===== src/hw/rtl/dtq_pkg.sv =====
// ----------------------------------------------------------------------------
// dtq_pkg: shared types and constants of the deadline timer queue
// widths of the payload fields, request and result codes, alu interface
// ----------------------------------------------------------------------------
package dtq_pkg;

   localparam int unsigned TIMER_SLOTS_DEFAULT = 16;

   localparam int unsigned TIME_W = 63;
   localparam int unsigned IVL_W  = 40;
   localparam int unsigned ARM_W  = 20;
   localparam int unsigned SLOT_W = 4;

   localparam logic [ARM_W-1:0] MIN_ARM_RESET = ARM_W'(100);

   localparam logic REQ_ADD  = 1'b0;
   localparam logic REQ_TICK = 1'b1;

   typedef enum logic [1:0] {
      KIND_ADD_OK    = 2'd0,
      KIND_ADD_FULL  = 2'd1,
      KIND_EXPIRED   = 2'd2,
      KIND_TICK_NONE = 2'd3
   } kind_type;

   typedef enum logic [1:0] {
      ALU_LT  = 2'd0,
      ALU_SUB = 2'd1,
      ALU_ADD = 2'd2
   } alu_op_type;

   typedef struct packed {
      alu_op_type        op;
      logic [TIME_W-1:0] a;
      logic [TIME_W-1:0] b;
   } alu_req_type;

   typedef struct packed {
      logic [TIME_W-1:0] res;
      logic              lt;
   } alu_rsp_type;

endpackage


===== src/hw/rtl/dtq_chan_if.sv =====
// ----------------------------------------------------------------------------
// dtq channel interfaces
// request and response channels, valid/ready handshake with payload
// ----------------------------------------------------------------------------
interface dtq_req_if import dtq_pkg::*; ();
   logic              valid;
   logic              ready;
   logic              req_type;
   logic [TIME_W-1:0] now_time;
   logic [TIME_W-1:0] expiry_time;
   logic [IVL_W-1:0]  interval_us;

   modport source (output valid, req_type, now_time, expiry_time, interval_us,
                   input ready);
   modport sink   (input valid, req_type, now_time, expiry_time, interval_us,
                   output ready);
endinterface

interface dtq_rsp_if import dtq_pkg::*; ();
   logic              valid;
   logic              ready;
   logic [1:0]        result_kind;
   logic [SLOT_W-1:0] timer_slot;
   logic              earliest_changed;
   logic              arm_valid;
   logic [TIME_W-1:0] arm_delay_us;
   logic              last_result;

   modport source (output valid, result_kind, timer_slot, earliest_changed,
                   arm_valid, arm_delay_us, last_result, input ready);
   modport sink   (input valid, result_kind, timer_slot, earliest_changed,
                   arm_valid, arm_delay_us, last_result, output ready);
endinterface


===== src/hw/rtl/dtq_alu.sv =====
// ----------------------------------------------------------------------------
// dtq_alu: shared 63-bit arithmetic unit
// one adder serves less-than compare, clamped subtract and saturating add
// ----------------------------------------------------------------------------
module dtq_alu import dtq_pkg::*; (
   input  alu_req_type alu_req,
   output alu_rsp_type alu_rsp
);

   logic          inv;
   logic [TIME_W:0] sum;

   assign inv = (alu_req.op != ALU_ADD);
   assign sum = {1'b0, alu_req.a} + ({1'b0, alu_req.b} ^ {(TIME_W+1){inv}})
                + (TIME_W+1)'(inv);

   always_comb begin
      alu_rsp.lt = inv & sum[TIME_W];
      unique case (alu_req.op)
         ALU_SUB: begin
            // a minus b, zero when b is not below a
            alu_rsp.res = sum[TIME_W] ? '0 : sum[TIME_W-1:0];
         end
         ALU_ADD: begin
            // saturate at the top of the 63-bit range
            alu_rsp.res = sum[TIME_W] ? '1 : sum[TIME_W-1:0];
         end
         default: begin
            alu_rsp.res = sum[TIME_W-1:0];
         end
      endcase
   end

endmodule


===== src/hw/rtl/deadline_timer_queue.sv =====
// ----------------------------------------------------------------------------
// deadline_timer_queue: table of timers with sorted expiry
// add stores a timer in the lowest free slot, tick emits expired timers in
// deadline order, reloads repeating ones and reports the next arming delay
// ----------------------------------------------------------------------------
//
//  channel    dir   handshake          word
//  req_chan   in    valid/ready        req_type, now_time, expiry_time,
//                                      interval_us
//  rsp_chan   out   valid/ready        result_kind, timer_slot,
//                                      earliest_changed, arm_valid,
//                                      arm_delay_us, last_result
//  csr_*      in    wr_en strobe       min_arm_delay (20 bits)
//
//  scans: every slot scan walks the deadline memory read port; an add
//  gives one word, whether full or armed, a tick with nothing expired
//  one word, and with E expired timers the last of E words carries
//  last_result and, if a timer is still pending, the arming delay
//  reset: synchronous, clears valid bits, sequencer and output register;
//  no clearing pass, memory words are only read behind a valid bit
//  stalls: a result sits in the output register while the sequencer works
//  on; the sequencer waits only when it has a new result and the register
//  is still full; req ready is high only while idle
// ----------------------------------------------------------------------------
module deadline_timer_queue import dtq_pkg::*; #(
   parameter int unsigned TIMER_SLOTS = TIMER_SLOTS_DEFAULT
) (
   input  logic             clock,
   input  logic             reset,
   input  logic             csr_wr_en,
   input  logic [ARM_W-1:0] csr_wr_data,
   dtq_req_if.sink          req_chan,
   dtq_rsp_if.source        rsp_chan
);

   localparam int unsigned IW = $clog2(TIMER_SLOTS);
   localparam int unsigned CW = $clog2(TIMER_SLOTS + 1);
   localparam logic [CW-1:0] SLOT_COUNT = CW'(TIMER_SLOTS);

   typedef enum logic [3:0] {
      ST_IDLE,
      ST_MIN_SCAN,
      ST_ADD_CMP,
      ST_HIT_SCAN,
      ST_BEST_SCAN,
      ST_RELOAD,
      ST_ARM_SUB,
      ST_ARM_CLAMP,
      ST_RESULT
   } state_type;

   // sequencer state
   state_type         state_ff, state_in;
   logic              op_tick_ff, op_tick_in;
   logic [CW-1:0]     cnt_ff, cnt_in;
   logic              ev_vld_ff, ev_vld_in;
   logic [IW-1:0]     ev_slot_ff, ev_slot_in;

   // captured request word
   logic [TIME_W-1:0] now_ff, now_in;
   logic [TIME_W-1:0] when_ff, when_in;
   logic [IVL_W-1:0]  ivl_ff, ivl_in;

   // per-slot flags
   logic [TIMER_SLOTS-1:0] valid_ff, valid_in;
   logic [TIMER_SLOTS-1:0] hit_ff, hit_in;
   logic [CW-1:0]          hit_cnt_ff, hit_cnt_in;

   // scan results
   logic [TIME_W-1:0] min_ff, min_in;
   logic              min_any_ff, min_any_in;
   logic [IW-1:0]     free_ff, free_in;
   logic              free_found_ff, free_found_in;
   logic [IW-1:0]     best_ff, best_in;
   logic [TIME_W-1:0] best_dl_ff, best_dl_in;
   logic              best_any_ff, best_any_in;
   logic [TIME_W-1:0] tmp_ff, tmp_in;

   // staged result word
   kind_type          res_kind_ff, res_kind_in;
   logic [SLOT_W-1:0] res_slot_ff, res_slot_in;
   logic              res_chg_ff, res_chg_in;
   logic              res_arm_ff, res_arm_in;
   logic [TIME_W-1:0] res_dly_ff, res_dly_in;
   logic              res_last_ff, res_last_in;

   // output register
   logic              rsp_vld_ff, rsp_vld_in;
   kind_type          rsp_kind_ff, rsp_kind_in;
   logic [SLOT_W-1:0] rsp_slot_ff, rsp_slot_in;
   logic              rsp_chg_ff, rsp_chg_in;
   logic              rsp_arm_ff, rsp_arm_in;
   logic [TIME_W-1:0] rsp_dly_ff, rsp_dly_in;
   logic              rsp_last_ff, rsp_last_in;

   // configuration
   logic [ARM_W-1:0]  min_arm_ff, min_arm_in;

   // deadline and interval memories
   logic [TIME_W-1:0] dl_mem [TIMER_SLOTS];
   logic [IVL_W-1:0]  iv_mem [TIMER_SLOTS];
   logic [TIME_W-1:0] dl_rd_ff;
   logic [IVL_W-1:0]  iv_rd_ff;
   logic              dl_we;
   logic [IW-1:0]     dl_wa;
   logic [TIME_W-1:0] dl_wd;
   logic              iv_we;

   // shared alu
   alu_req_type alu_req;
   alu_rsp_type alu_rsp;

   logic scanning;
   logic scan_done;
   logic out_free;
   logic changed;

   dtq_alu u_alu (
      .alu_req (alu_req),
      .alu_rsp (alu_rsp)
   );

   assign scanning  = (state_ff == ST_MIN_SCAN) || (state_ff == ST_HIT_SCAN) ||
                      (state_ff == ST_BEST_SCAN);
   // last slot has been evaluated
   assign scan_done = (cnt_ff == SLOT_COUNT) && !ev_vld_ff;
   // output register can take a word this cycle
   assign out_free  = !rsp_vld_ff || rsp_chan.ready;

   assign req_chan.ready = (state_ff == ST_IDLE);

   assign rsp_chan.valid            = rsp_vld_ff;
   assign rsp_chan.result_kind      = rsp_kind_ff;
   assign rsp_chan.timer_slot       = rsp_slot_ff;
   assign rsp_chan.earliest_changed = rsp_chg_ff;
   assign rsp_chan.arm_valid        = rsp_arm_ff;
   assign rsp_chan.arm_delay_us     = rsp_dly_ff;
   assign rsp_chan.last_result      = rsp_last_ff;

   always_comb begin
      state_in      = state_ff;
      op_tick_in    = op_tick_ff;
      cnt_in        = cnt_ff;
      ev_vld_in     = 1'b0;
      ev_slot_in    = cnt_ff[IW-1:0];
      now_in        = now_ff;
      when_in       = when_ff;
      ivl_in        = ivl_ff;
      valid_in      = valid_ff;
      hit_in        = hit_ff;
      hit_cnt_in    = hit_cnt_ff;
      min_in        = min_ff;
      min_any_in    = min_any_ff;
      free_in       = free_ff;
      free_found_in = free_found_ff;
      best_in       = best_ff;
      best_dl_in    = best_dl_ff;
      best_any_in   = best_any_ff;
      tmp_in        = tmp_ff;
      res_kind_in   = res_kind_ff;
      res_slot_in   = res_slot_ff;
      res_chg_in    = res_chg_ff;
      res_arm_in    = res_arm_ff;
      res_dly_in    = res_dly_ff;
      res_last_in   = res_last_ff;
      rsp_vld_in    = rsp_vld_ff && !rsp_chan.ready;
      rsp_kind_in   = rsp_kind_ff;
      rsp_slot_in   = rsp_slot_ff;
      rsp_chg_in    = rsp_chg_ff;
      rsp_arm_in    = rsp_arm_ff;
      rsp_dly_in    = rsp_dly_ff;
      rsp_last_in   = rsp_last_ff;
      min_arm_in    = csr_wr_en ? csr_wr_data : min_arm_ff;
      dl_we         = 1'b0;
      dl_wa         = free_ff;
      dl_wd         = when_ff;
      iv_we         = 1'b0;
      changed       = 1'b0;
      alu_req.op    = ALU_LT;
      alu_req.a     = dl_rd_ff;
      alu_req.b     = min_ff;

      // slot counter walks the read port while a scan runs
      if (scanning && (cnt_ff < SLOT_COUNT)) begin
         cnt_in    = cnt_ff + CW'(1);
         ev_vld_in = 1'b1;
      end

      unique case (state_ff)
         ST_IDLE: begin
            if (req_chan.valid) begin
               now_in        = req_chan.now_time;
               when_in       = req_chan.expiry_time;
               ivl_in        = req_chan.interval_us;
               op_tick_in    = (req_chan.req_type == REQ_TICK);
               min_any_in    = 1'b0;
               free_found_in = 1'b0;
               hit_cnt_in    = '0;
               state_in      = (req_chan.req_type == REQ_TICK) ? ST_HIT_SCAN
                                                               : ST_MIN_SCAN;
            end
         end

         ST_MIN_SCAN: begin
            if (ev_vld_ff) begin
               if (!valid_ff[ev_slot_ff] && !free_found_ff) begin
                  free_found_in = 1'b1;
                  free_in       = ev_slot_ff;
               end
               if (valid_ff[ev_slot_ff] && (!min_any_ff || alu_rsp.lt)) begin
                  min_in     = dl_rd_ff;
                  min_any_in = 1'b1;
               end
            end
            if (scan_done) begin
               cnt_in = '0;
               if (!op_tick_ff && !free_found_ff) begin
                  res_kind_in = KIND_ADD_FULL;
                  res_slot_in = '0;
                  res_chg_in  = 1'b0;
                  res_arm_in  = 1'b0;
                  res_dly_in  = '0;
                  res_last_in = 1'b1;
                  state_in    = ST_RESULT;
               end else if (!op_tick_ff) begin
                  state_in = ST_ADD_CMP;
               end else if (min_any_ff) begin
                  state_in = ST_ARM_SUB;
               end else begin
                  // nothing left pending after the tick
                  res_arm_in = 1'b0;
                  res_dly_in = '0;
                  state_in   = ST_RESULT;
               end
            end
         end

         ST_ADD_CMP: begin
            alu_req.a = when_ff;
            alu_req.b = min_ff;
            // a tie with the current earliest is no change
            changed   = !min_any_ff || alu_rsp.lt;
            dl_we     = 1'b1;
            iv_we     = 1'b1;
            valid_in[free_ff] = 1'b1;
            res_kind_in = KIND_ADD_OK;
            res_slot_in = SLOT_W'(free_ff);
            res_chg_in  = changed;
            res_last_in = 1'b1;
            if (changed) begin
               min_in   = when_ff;
               state_in = ST_ARM_SUB;
            end else begin
               res_arm_in = 1'b0;
               res_dly_in = '0;
               state_in   = ST_RESULT;
            end
         end

         ST_HIT_SCAN: begin
            alu_req.a = now_ff;
            alu_req.b = dl_rd_ff;
            // expired when the deadline is not after now
            if (ev_vld_ff && valid_ff[ev_slot_ff] && !alu_rsp.lt) begin
               hit_in[ev_slot_ff] = 1'b1;
               hit_cnt_in         = hit_cnt_ff + CW'(1);
            end
            if (scan_done) begin
               cnt_in = '0;
               if (hit_cnt_ff == '0) begin
                  res_kind_in = KIND_TICK_NONE;
                  res_slot_in = '0;
                  res_chg_in  = 1'b0;
                  res_arm_in  = 1'b0;
                  res_dly_in  = '0;
                  res_last_in = 1'b1;
                  state_in    = ST_RESULT;
               end else begin
                  best_any_in = 1'b0;
                  state_in    = ST_BEST_SCAN;
               end
            end
         end

         ST_BEST_SCAN: begin
            alu_req.a = dl_rd_ff;
            alu_req.b = best_dl_ff;
            // strict compare keeps the lower slot on equal deadlines
            if (ev_vld_ff && hit_ff[ev_slot_ff] && (!best_any_ff || alu_rsp.lt)) begin
               best_in     = ev_slot_ff;
               best_dl_in  = dl_rd_ff;
               best_any_in = 1'b1;
            end
            if (scan_done) begin
               cnt_in   = '0;
               state_in = ST_RELOAD;
            end
         end

         ST_RELOAD: begin
            alu_req.op = ALU_ADD;
            alu_req.a  = now_ff;
            alu_req.b  = TIME_W'(iv_rd_ff);
            if (iv_rd_ff != '0) begin
               dl_we = 1'b1;
               dl_wa = best_ff;
               dl_wd = alu_rsp.res;
            end else begin
               valid_in[best_ff] = 1'b0;
            end
            hit_in[best_ff] = 1'b0;
            hit_cnt_in      = hit_cnt_ff - CW'(1);
            res_kind_in     = KIND_EXPIRED;
            res_slot_in     = SLOT_W'(best_ff);
            res_chg_in      = 1'b0;
            if (hit_cnt_ff == CW'(1)) begin
               // final expired timer: find the next deadline first
               res_last_in = 1'b1;
               min_any_in  = 1'b0;
               state_in    = ST_MIN_SCAN;
            end else begin
               res_arm_in  = 1'b0;
               res_dly_in  = '0;
               res_last_in = 1'b0;
               state_in    = ST_RESULT;
            end
         end

         ST_ARM_SUB: begin
            alu_req.op = ALU_SUB;
            alu_req.a  = min_ff;
            alu_req.b  = now_ff;
            tmp_in     = alu_rsp.res;
            state_in   = ST_ARM_CLAMP;
         end

         ST_ARM_CLAMP: begin
            alu_req.a  = tmp_ff;
            alu_req.b  = TIME_W'(min_arm_ff);
            res_arm_in = 1'b1;
            res_dly_in = alu_rsp.lt ? TIME_W'(min_arm_ff) : tmp_ff;
            state_in   = ST_RESULT;
         end

         ST_RESULT: begin
            if (out_free) begin
               rsp_vld_in  = 1'b1;
               rsp_kind_in = res_kind_ff;
               rsp_slot_in = res_slot_ff;
               rsp_chg_in  = res_chg_ff;
               rsp_arm_in  = res_arm_ff;
               rsp_dly_in  = res_dly_ff;
               rsp_last_in = res_last_ff;
               best_any_in = 1'b0;
               state_in    = res_last_ff ? ST_IDLE : ST_BEST_SCAN;
            end
         end

         default: begin
            state_in = ST_IDLE;
         end
      endcase
   end

   always_ff @(posedge clock) begin
      if (reset) begin
         state_ff    <= ST_IDLE;
         cnt_ff      <= '0;
         ev_vld_ff   <= 1'b0;
         valid_ff    <= '0;
         hit_ff      <= '0;
         hit_cnt_ff  <= '0;
         rsp_vld_ff  <= 1'b0;
         min_arm_ff  <= MIN_ARM_RESET;
      end else begin
         state_ff    <= state_in;
         cnt_ff      <= cnt_in;
         ev_vld_ff   <= ev_vld_in;
         valid_ff    <= valid_in;
         hit_ff      <= hit_in;
         hit_cnt_ff  <= hit_cnt_in;
         rsp_vld_ff  <= rsp_vld_in;
         min_arm_ff  <= min_arm_in;
      end
      op_tick_ff    <= op_tick_in;
      ev_slot_ff    <= ev_slot_in;
      now_ff        <= now_in;
      when_ff       <= when_in;
      ivl_ff        <= ivl_in;
      min_ff        <= min_in;
      min_any_ff    <= min_any_in;
      free_ff       <= free_in;
      free_found_ff <= free_found_in;
      best_ff       <= best_in;
      best_dl_ff    <= best_dl_in;
      best_any_ff   <= best_any_in;
      tmp_ff        <= tmp_in;
      res_kind_ff   <= res_kind_in;
      res_slot_ff   <= res_slot_in;
      res_chg_ff    <= res_chg_in;
      res_arm_ff    <= res_arm_in;
      res_dly_ff    <= res_dly_in;
      res_last_ff   <= res_last_in;
      rsp_kind_ff   <= rsp_kind_in;
      rsp_slot_ff   <= rsp_slot_in;
      rsp_chg_ff    <= rsp_chg_in;
      rsp_arm_ff    <= rsp_arm_in;
      rsp_dly_ff    <= rsp_dly_in;
      rsp_last_ff   <= rsp_last_in;
   end

   // deadline memory: scan read port, one write port
   always_ff @(posedge clock) begin
      if (dl_we) begin
         dl_mem[dl_wa] <= dl_wd;
      end
      if (cnt_ff < SLOT_COUNT) begin
         dl_rd_ff <= dl_mem[cnt_ff[IW-1:0]];
      end
   end

   // interval memory: written on add, read at the chosen slot
   always_ff @(posedge clock) begin
      if (iv_we) begin
         iv_mem[free_ff] <= ivl_ff;
      end
      iv_rd_ff <= iv_mem[best_ff];
   end

endmodule


===== src/flat_wrapper.sv =====
// flat-port wrapper written by rule: the top's interface ports become plain ports
module deadline_timer_queue_flat import dtq_pkg::*;
#(
   parameter int unsigned TIMER_SLOTS = TIMER_SLOTS_DEFAULT
)
  (clock, reset, csr_wr_en, csr_wr_data, req_chan_valid, req_chan_req_type, req_chan_now_time, req_chan_expiry_time, req_chan_interval_us, req_chan_ready, rsp_chan_valid, rsp_chan_result_kind, rsp_chan_timer_slot, rsp_chan_earliest_changed, rsp_chan_arm_valid, rsp_chan_arm_delay_us, rsp_chan_last_result, rsp_chan_ready);
  dtq_req_if req_chan_i ();
  dtq_rsp_if rsp_chan_i ();
  input  logic clock;
  input  logic reset;
  input  logic csr_wr_en;
  input  logic [ARM_W-1:0] csr_wr_data;
  input wire logic [$bits(req_chan_i.valid)-1:0] req_chan_valid;
  input wire logic [$bits(req_chan_i.req_type)-1:0] req_chan_req_type;
  input wire logic [$bits(req_chan_i.now_time)-1:0] req_chan_now_time;
  input wire logic [$bits(req_chan_i.expiry_time)-1:0] req_chan_expiry_time;
  input wire logic [$bits(req_chan_i.interval_us)-1:0] req_chan_interval_us;
  output wire logic [$bits(req_chan_i.ready)-1:0] req_chan_ready;
  output wire logic [$bits(rsp_chan_i.valid)-1:0] rsp_chan_valid;
  output wire logic [$bits(rsp_chan_i.result_kind)-1:0] rsp_chan_result_kind;
  output wire logic [$bits(rsp_chan_i.timer_slot)-1:0] rsp_chan_timer_slot;
  output wire logic [$bits(rsp_chan_i.earliest_changed)-1:0] rsp_chan_earliest_changed;
  output wire logic [$bits(rsp_chan_i.arm_valid)-1:0] rsp_chan_arm_valid;
  output wire logic [$bits(rsp_chan_i.arm_delay_us)-1:0] rsp_chan_arm_delay_us;
  output wire logic [$bits(rsp_chan_i.last_result)-1:0] rsp_chan_last_result;
  input wire logic [$bits(rsp_chan_i.ready)-1:0] rsp_chan_ready;
  assign req_chan_i.valid = req_chan_valid;
  assign req_chan_i.req_type = req_chan_req_type;
  assign req_chan_i.now_time = req_chan_now_time;
  assign req_chan_i.expiry_time = req_chan_expiry_time;
  assign req_chan_i.interval_us = req_chan_interval_us;
  assign req_chan_ready = req_chan_i.ready;
  assign rsp_chan_valid = rsp_chan_i.valid;
  assign rsp_chan_result_kind = rsp_chan_i.result_kind;
  assign rsp_chan_timer_slot = rsp_chan_i.timer_slot;
  assign rsp_chan_earliest_changed = rsp_chan_i.earliest_changed;
  assign rsp_chan_arm_valid = rsp_chan_i.arm_valid;
  assign rsp_chan_arm_delay_us = rsp_chan_i.arm_delay_us;
  assign rsp_chan_last_result = rsp_chan_i.last_result;
  assign rsp_chan_i.ready = rsp_chan_ready;
  deadline_timer_queue #(.TIMER_SLOTS(TIMER_SLOTS)) u_core (.clock(clock), .reset(reset), .csr_wr_en(csr_wr_en), .csr_wr_data(csr_wr_data), .req_chan(req_chan_i), .rsp_chan(rsp_chan_i));
endmodule

===== config.mk =====
export PLATFORM = sky130hd
export DESIGN_NAME = deadline_timer_queue_flat
export DESIGN_NICKNAME = d
export VERILOG_FILES = /design/src/hw/rtl/dtq_pkg.sv /design/src/hw/rtl/dtq_chan_if.sv /design/src/hw/rtl/dtq_alu.sv /design/src/hw/rtl/deadline_timer_queue.sv /design/src/flat_wrapper.sv
export SDC_FILE = /design/constraint.sdc
export NUM_CORES = 2
export LEC_CHECK = 0
export BUFFER_PORTS_ARGS = -buffer_cell sky130_fd_sc_hd__buf_2
export CORE_MARGIN = 2
export CORE_UTILIZATION = 50
export CTS_BUF_LIST = sky130_fd_sc_hd__clkbuf_4 sky130_fd_sc_hd__clkbuf_8 sky130_fd_sc_hd__clkbuf_16
export DETAILED_ROUTE_END_ITERATION = 16
export PLACE_DENSITY_LB_ADDON = 0.15
export REMOVE_ABC_BUFFERS = 1
export SLEW_MARGIN = 10
export SYNTH_ARGS = -nofsm -noshare
export SYNTH_HDL_FRONTEND = slang
export SYNTH_SLANG_ARGS = --single-unit

===== constraint.sdc =====
create_clock -name clock -period 12.8 [get_ports clock]
set_clock_uncertainty 0.15 [all_clocks]
set_input_delay 1.92 -clock clock [delete_from_list [all_inputs] [get_ports clock]]
set_output_delay 1.92 -clock clock [all_outputs]
set_load 0.005 [all_outputs]

Yosys cells after proc, flatten, opt, wreduce, memory -nomap -nowiden:

Memory sizes are Yosys's and may differ from the RTL's. A register that Yosys moved wholly into a read port is not among the register bits.
Cells that the tools add are included.

* register bits after elaboration: 583
* memory bits (writable): 1648
* output and inout port bits: 74
* memories: 2

* $add $sub $neg: 5
* order comparisons: 7
* equal/unequal tests: 33
* muxes and demuxes: 108
* bitwise logic cells: 7
* reductions and logical operators: 54

Memory list
* u_core.dl_mem: depth 16, bits a word 63, read ports 1, clocked after memory_dff 1, write ports 1, line deadline_timer_queue.sv:100 `logic [TIME_W-1:0] dl_mem [TIMER_SLOTS];`
* u_core.iv_mem: depth 16, bits a word 40, read ports 1, clocked after memory_dff 1, write ports 1, line deadline_timer_queue.sv:101 `logic [IVL_W-1:0] iv_mem [TIMER_SLOTS];`

Operators by type and width (number)
* $mux 63: 16
* $pmux 126 s6: 1
* $pmux 63 s5: 1
* $pmux 63 s2: 2
* $mux 4: 17
* $add 63x64->64: 1
* $add 64x1->64: 1
* $pmux 16 s2: 2
* $xor 63x64->64: 1
* $reduce_bool 40->1: 1
* $mux 1: 39
* $pmux 4 s9: 1
* $and 16x16->16: 2
* $mux 16: 2
* $or 16x16->16: 2
* $mux 5: 5
* $ne 2x2->1 const B: 12
* $reduce_and 5->1: 4
* $eq 4x3->1 const B: 4
* $not 16->16: 1
* $pmux 4 s4: 1
* $lt 4x5->1 const B: 3
* $pmux 5 s3: 1
* $ne 2x1->1 const B: 7
* 38 further kinds: 87

Depth between registers and ports, before layout:

* depth after elaboration: 12
* gate-level depth with buffers: 30

Hierarchy:

Synthesis repeated with hierarchy kept, for this count alone.

* cells, all modules: 5006
* area, all modules: 94147.8 µm²

By module, submodules not included
* deadline_timer_queue: instances 1, cells each 4331, area an instance 89553.4 µm², sequential area each 68966.1 µm²
* dtq_alu: instances 1, cells each 675, area an instance 4594.4 µm², sequential area each 0.0 µm²

Worst setup path after synthesis:

Ideal clock, no wire load.

* path type: flip-flop to flip-flop
* from: register u_core.state_ff[3]
* to: register u_core.min_ff[0], enable pin
* setup time: 0.571 ns
* arrival time: 11.041 ns
* required time: 12.079 ns
* path slack: 1.038 ns
* cell stages (with the launch flop): 26
* path buffers: 6
* period minus slack after synthesis: 11.762 ns
* cells stage by stage: dfxtp_1 -> clkbuf_1 -> nand2b_1 -> clkbuf_1 -> nor2_1 -> clkbuf_1 -> buf_1 -> a22oi_1 -> nand3_1 -> ha_1 -> clkbuf_1 -> a21oi_1 -> o22ai_1 -> o311ai_0 -> nor2_1 -> a21o_1 -> nor3_2 -> nor4_1 -> a211oi_1 -> o21ai_0 -> a21oi_1 -> ha_1 -> clkbuf_1 -> nand2b_1 -> nand3_1 -> o21ai_0

* cells in the longest elaborated chain, start to end: 11
* elaborated cells between the ends (all ways): 21
* those cells by class: 2 x add/sub; 11 x eq/ne; 2 x mux; 2 x bitwise; 4 x reduce/logical

RTL lines
* start, declared: line deadline_timer_queue.sv:53 `state_type state_ff, state_in;`
* start signal, assigned: line deadline_timer_queue.sv:376 `state_ff <= state_in;`
* $eq 4x3->1: line deadline_timer_queue.sv:189 `unique case (state_ff)`
* $pmux 2 s2: line deadline_timer_queue.sv:189
* $ne 2x2->1: line dtq_alu.sv:13 `assign inv = (alu_req.op != ALU_ADD);`
* $xor 63x64->64: line dtq_alu.sv:14 `assign sum = {1'b0, alu_req.a} + ({1'b0, alu_req.b} ^ {(TIME_W+1){inv}})`
* $add 63x64->64: line dtq_alu.sv:14
* $add 64x1->64: line dtq_alu.sv:15 `+ (TIME_W+1)'(inv);`
* $and 1x1->1: line dtq_alu.sv:18 `alu_rsp.lt = inv & sum[TIME_W];`
* $logic_or 1x1->1: line deadline_timer_queue.sv:210, deadline_timer_queue.sv:242
* $logic_and 1x1->1: line deadline_timer_queue.sv:210 `if (valid_ff[ev_slot_ff] && (!min_any_ff || alu_rsp.lt)) begin`
* $ne 2x2->1 (no line)
* $reduce_and 4->1 (no line) (*)
* end signal, assigned: line deadline_timer_queue.sv:390 `min_ff <= min_in;`
* end, declared: line deadline_timer_queue.sv:70 `logic [TIME_W-1:0] min_ff, min_in;`

Mark *: on every way between the ends. The rest lies on a longest branch, timed or not.
A chain may end at the register's enable or synchronous reset.

Final worst setup path:

* from: register u_core.state_ff[2]
* to: register u_core.best_any_ff, enable pin

* cells in the longest elaborated chain, start to end: 11
* elaborated cells between the ends (all ways): 22
* those cells by class: 2 x add/sub; 12 x eq/ne; 2 x mux; 2 x bitwise; 4 x reduce/logical

RTL lines
* $eq 4x3->1: line deadline_timer_queue.sv:189
* $pmux 2 s2: line deadline_timer_queue.sv:189
* $ne 2x2->1: line dtq_alu.sv:13
* $xor 63x64->64: line dtq_alu.sv:14
* $add 63x64->64: line dtq_alu.sv:14
* $add 64x1->64: line dtq_alu.sv:15
* $and 1x1->1: line dtq_alu.sv:18
* $logic_or 1x1->1: line deadline_timer_queue.sv:289 `if (ev_vld_ff && hit_ff[ev_slot_ff] && (!best_any_ff || alu_rsp.lt)) begin`
* $logic_and 1x1->1: line deadline_timer_queue.sv:289
* $ne 2x2->1 (no line)
* $reduce_and 5->1 (no line) (*)
* end signal, assigned: line deadline_timer_queue.sv:396 `best_any_ff <= best_any_in;`
* end, declared: line deadline_timer_queue.sv:76 `logic best_any_ff, best_any_in;`

Marked as above.

==> impl_metrics.py <==
metrics = {
    "job": {
        "drv_cap": 0,
    },
    "global_route": {
        "grt_pass1_wl_um": 370000,
        "grt_pass1_vias": 49700,
        "track_usage_pct": 27.4,
        "antenna_found_initial": 26,
        "grt_overflow": 0,
        "grt_max_degree": 144,
    },
    "placed_design": {
        "gp_congestion": 0.948,
        "dpl.hpwl_um": 153000,
        "port-buffer-count": 265,
        "placed_area_mm2": 0.0975,
        "pre_cts_slack_ps": 3470,
        "numPlacedInstances": 7577,
    },
    "yosys": {
        "syn_area_mm2": 0.0930,
        "ys_warn_count": 0,
        "avgSynthCellArea_um2": 18.5,
        "ys_seq_elements": 2334,
        "synthFlopType": "edfxtp_1",
        "yosysUniqueCellTypes": 76,
        "ys_async_sr_fraction_pct": 0,
        "synth_top_cell_by_area": "edfxtp_1",
        "ys_seq_area_share_pct": 74.2,
        "syn_inst": 5013,
        "synth-edff-count": 2222,
        "synth.top_cell.area_share_pct": 71.8,
        "synthTopCellsByArea": "edfxtp_1, mux4_2, dfxtp_1",
    },
    "sta": {
        "maxSlewHeadroom_pct": 2.92,
        "layout_min_cycle_time_ps": 9430,
        "hold_viol": 0,
        "setup-tns-final_ps": 0,
        "max_freq_mhz": 106,
        "post-route-worst-setup-slack_ps": 3370,
        "drv_slew": 0,
        "setup_viol": 0,
        "whs_ps": 269,
        "worst_pin_slew_ps": 1460,
        "period_share_pct": 73.7,
        "rsz0062_at_grt": "false",
    },
    "route": {
        "via_per_inst": 6.34,
        "num_vias": 50800,
        "drt-total-wl_um": 262000,
        "drt_iter0_drc": 6831,
        "dr.pass1.iters": 10,
        "drc": 0,
        "ant_nets": 0,
        "wire_per_inst_um": 32.7,
    },
    "cells_and_area": {
        "drive_gt1_share_pct": 25.2,
        "post-route-util_pct": 56.9,
        "nets": 5592,
        "fill_cells": 14100,
        "fin_cells": 8011,
        "finalInstanceArea_mm2": 0.105,
        "syn2layout_area_growth_pct": 13.2,
    },
    "die": {
        "initial_core_util_pct": 50.2,
        "io_pins": 266,
        "die_w_um": 435,
        "core_area_mm2": 0.185,
        "num_rows": 158,
        "die_area_mm2": 0.189,
        "die_h_um": 435,
    },
    "clock_network": {
        "cts-htree-levels": 4,
        "cts_root_buffer": "clkbuf_16",
        "clkSinkCount": 2334,
        "post_cts_buffers": 0,
        "cts_tree": "yes",
        "clk_latency_ps": 880,
        "hold_buffers": 0,
        "numCtsBuffers": 230,
        "clk_path_buf_depth": 3,
        "cts_resized": 0,
        "path_clk_slew_ps": 60,
    },
    "critical_path": {
        "end_kind": "register",
        "cp.arrival_ps": 9830,
        "cp_max_fo": 55,
        "crit_required_ps": 13200,
        "crit_type": "register to register",
        "startpoint_type": "register",
    },
    "status": {
        "outcome": "finished clean",
    },
    "power_and_ir_drop": {
        "p_total_mw": 23.5,
        "cellLeakagePower_nw": 34.3,
        "ir_drop_v": 0.000171,
        "p_per_area_mw_per_mm2": 223,
    },
    "hold_path": {
        "min_path_type": "register to register",
    },
}
routing by layer:
| layer | share of wire [%] | vias to the layer above | GRT usage (%) |
|---|---|---|---|
| met5 | 0.0050 | - | 0 |
| met4 | 4.1 | 2 | 10.6 |
| met3 | 7.9 | 484 | 4.34 |
| met2 | 49 | 2681 | 44.4 |
| met1 | 39 | 26600 | 37.8 |
| li1 | - | 21000 | - |
worst max-delay path: stages, from the launching register on:
cell	delay (ps)
dfxtp_1	740
nor2b_1	280
nand3_2	540
clkinv_2	610
buf_4	710
a22oi_1	190
nand3_1	150
ha_1	330
nand4_1	250
o22ai_1	150
o311ai_0	680
nor3_1	140
o21a_1	180
nor3_2	430
nor4_1	130
a211oi_1	370
o21ai_0	150
a21oi_1	180
ha_2	860
o2111a_4	570
buf_4	740
nor2_1	110
nor3_1	260
final timing paths:
check	slack (ps)	depth (start not counted)	to	from
worst min register to register	270	0	u_core.rsp_chan.arm_delay_us[61]	u_core.res_dly_ff[61]
worst max-delay path	3370	22	u_core.best_any_ff	u_core.state_ff[2]
worst max register to register	3370	22	u_core.best_any_ff	u_core.state_ff[2]
worst min-delay path	270	0	u_core.rsp_chan.arm_delay_us[61]	u_core.res_dly_ff[61]
layout make-up:
class / count / area (um2) / area share (%)
Antenna cell: 5 / 12.5 / 0.0119
Clock buffer: 300 / 6450 / 6.13
Clock inverter: 128 / 1240 / 1.18
Inverter: 50 / 208 / 0.197
Multi-Input combinational cell: 2344 / 23100 / 21.9
Sequential cell: 2334 / 69000 / 65.5
Tap cell: 2480 / 3100 / 2.95
Timing Repair Buffer: 370 / 2150 / 2.04
report_power, final:
| group | total [mW] | switching (mW) | internal (mW) |
|---|---|---|---|
| registers | 10.6 | 0.707 | 9.89 |
| logic | 6.05 | 3.96 | 2.08 |
| clock network | 6.82 | 2.89 | 3.93 |
flip-flops by register name, indices dropped and copies added (netlist names), 5 cells and up:
name,flops
u_core.min_arm_ff,20
u_core.res_dly_ff,63
u_core.best_dl_ff,63
u_core.min_ff,63
u_core.rsp_chan.arm_delay_us,63
u_core.when_ff,63
u_core.dl_rd_ff,63
u_core.dl_mem,1008
u_core.tmp_ff,63
u_core.hit_cnt_ff,5
u_core.hit_ff,16
u_core.ivl_ff,40
u_core.iv_mem,640
u_core.cnt_ff,5
u_core.now_ff,63
u_core.valid_ff,16
u_core.iv_rd_ff,40
layout by cell type, fill, tap and decap left out, types with 52 or more instances in the layout:
cell type / n
edfxtp_1: 2222
mux4_2: 526
nand2_1: 429
buf_2: 265
clkbuf_16: 233
a22oi_1: 162
a21oi_1: 152
nor2_1: 150
o21ai_0: 137
nand3_1: 118
dfxtp_1: 108
buf_4: 102
ha_1: 68
clkinv_2: 52
Yosys cell counts (all sizes together) (43+ instances only):
library cell / instances
edfxtp: 2222
a21oi: 155
dfxtp: 112
mux4: 526
o21ai: 158
a22oi: 162
clkbuf: 231
nand3: 120
ha: 69
xnor2: 43
and2: 51
a222oi: 44
nand2: 430
buf: 54
inv: 49
nor2: 155
logic make-up after synthesis:
family | after synthesis | synth area share [%]
AND/OR/NAND/NOR | 937 | 4.54
flip-flops | 2334 | 74.2
multiplexers | 593 | 13.5
buffers and inverters | 335 | 1.36
XOR/XNOR | 64 | 0.603
adder cells (fa/ha/maj) | 70 | 0.950
AO/OA/AOI/OAI | 680 | 4.87
(Power assumes the default switching activity.)
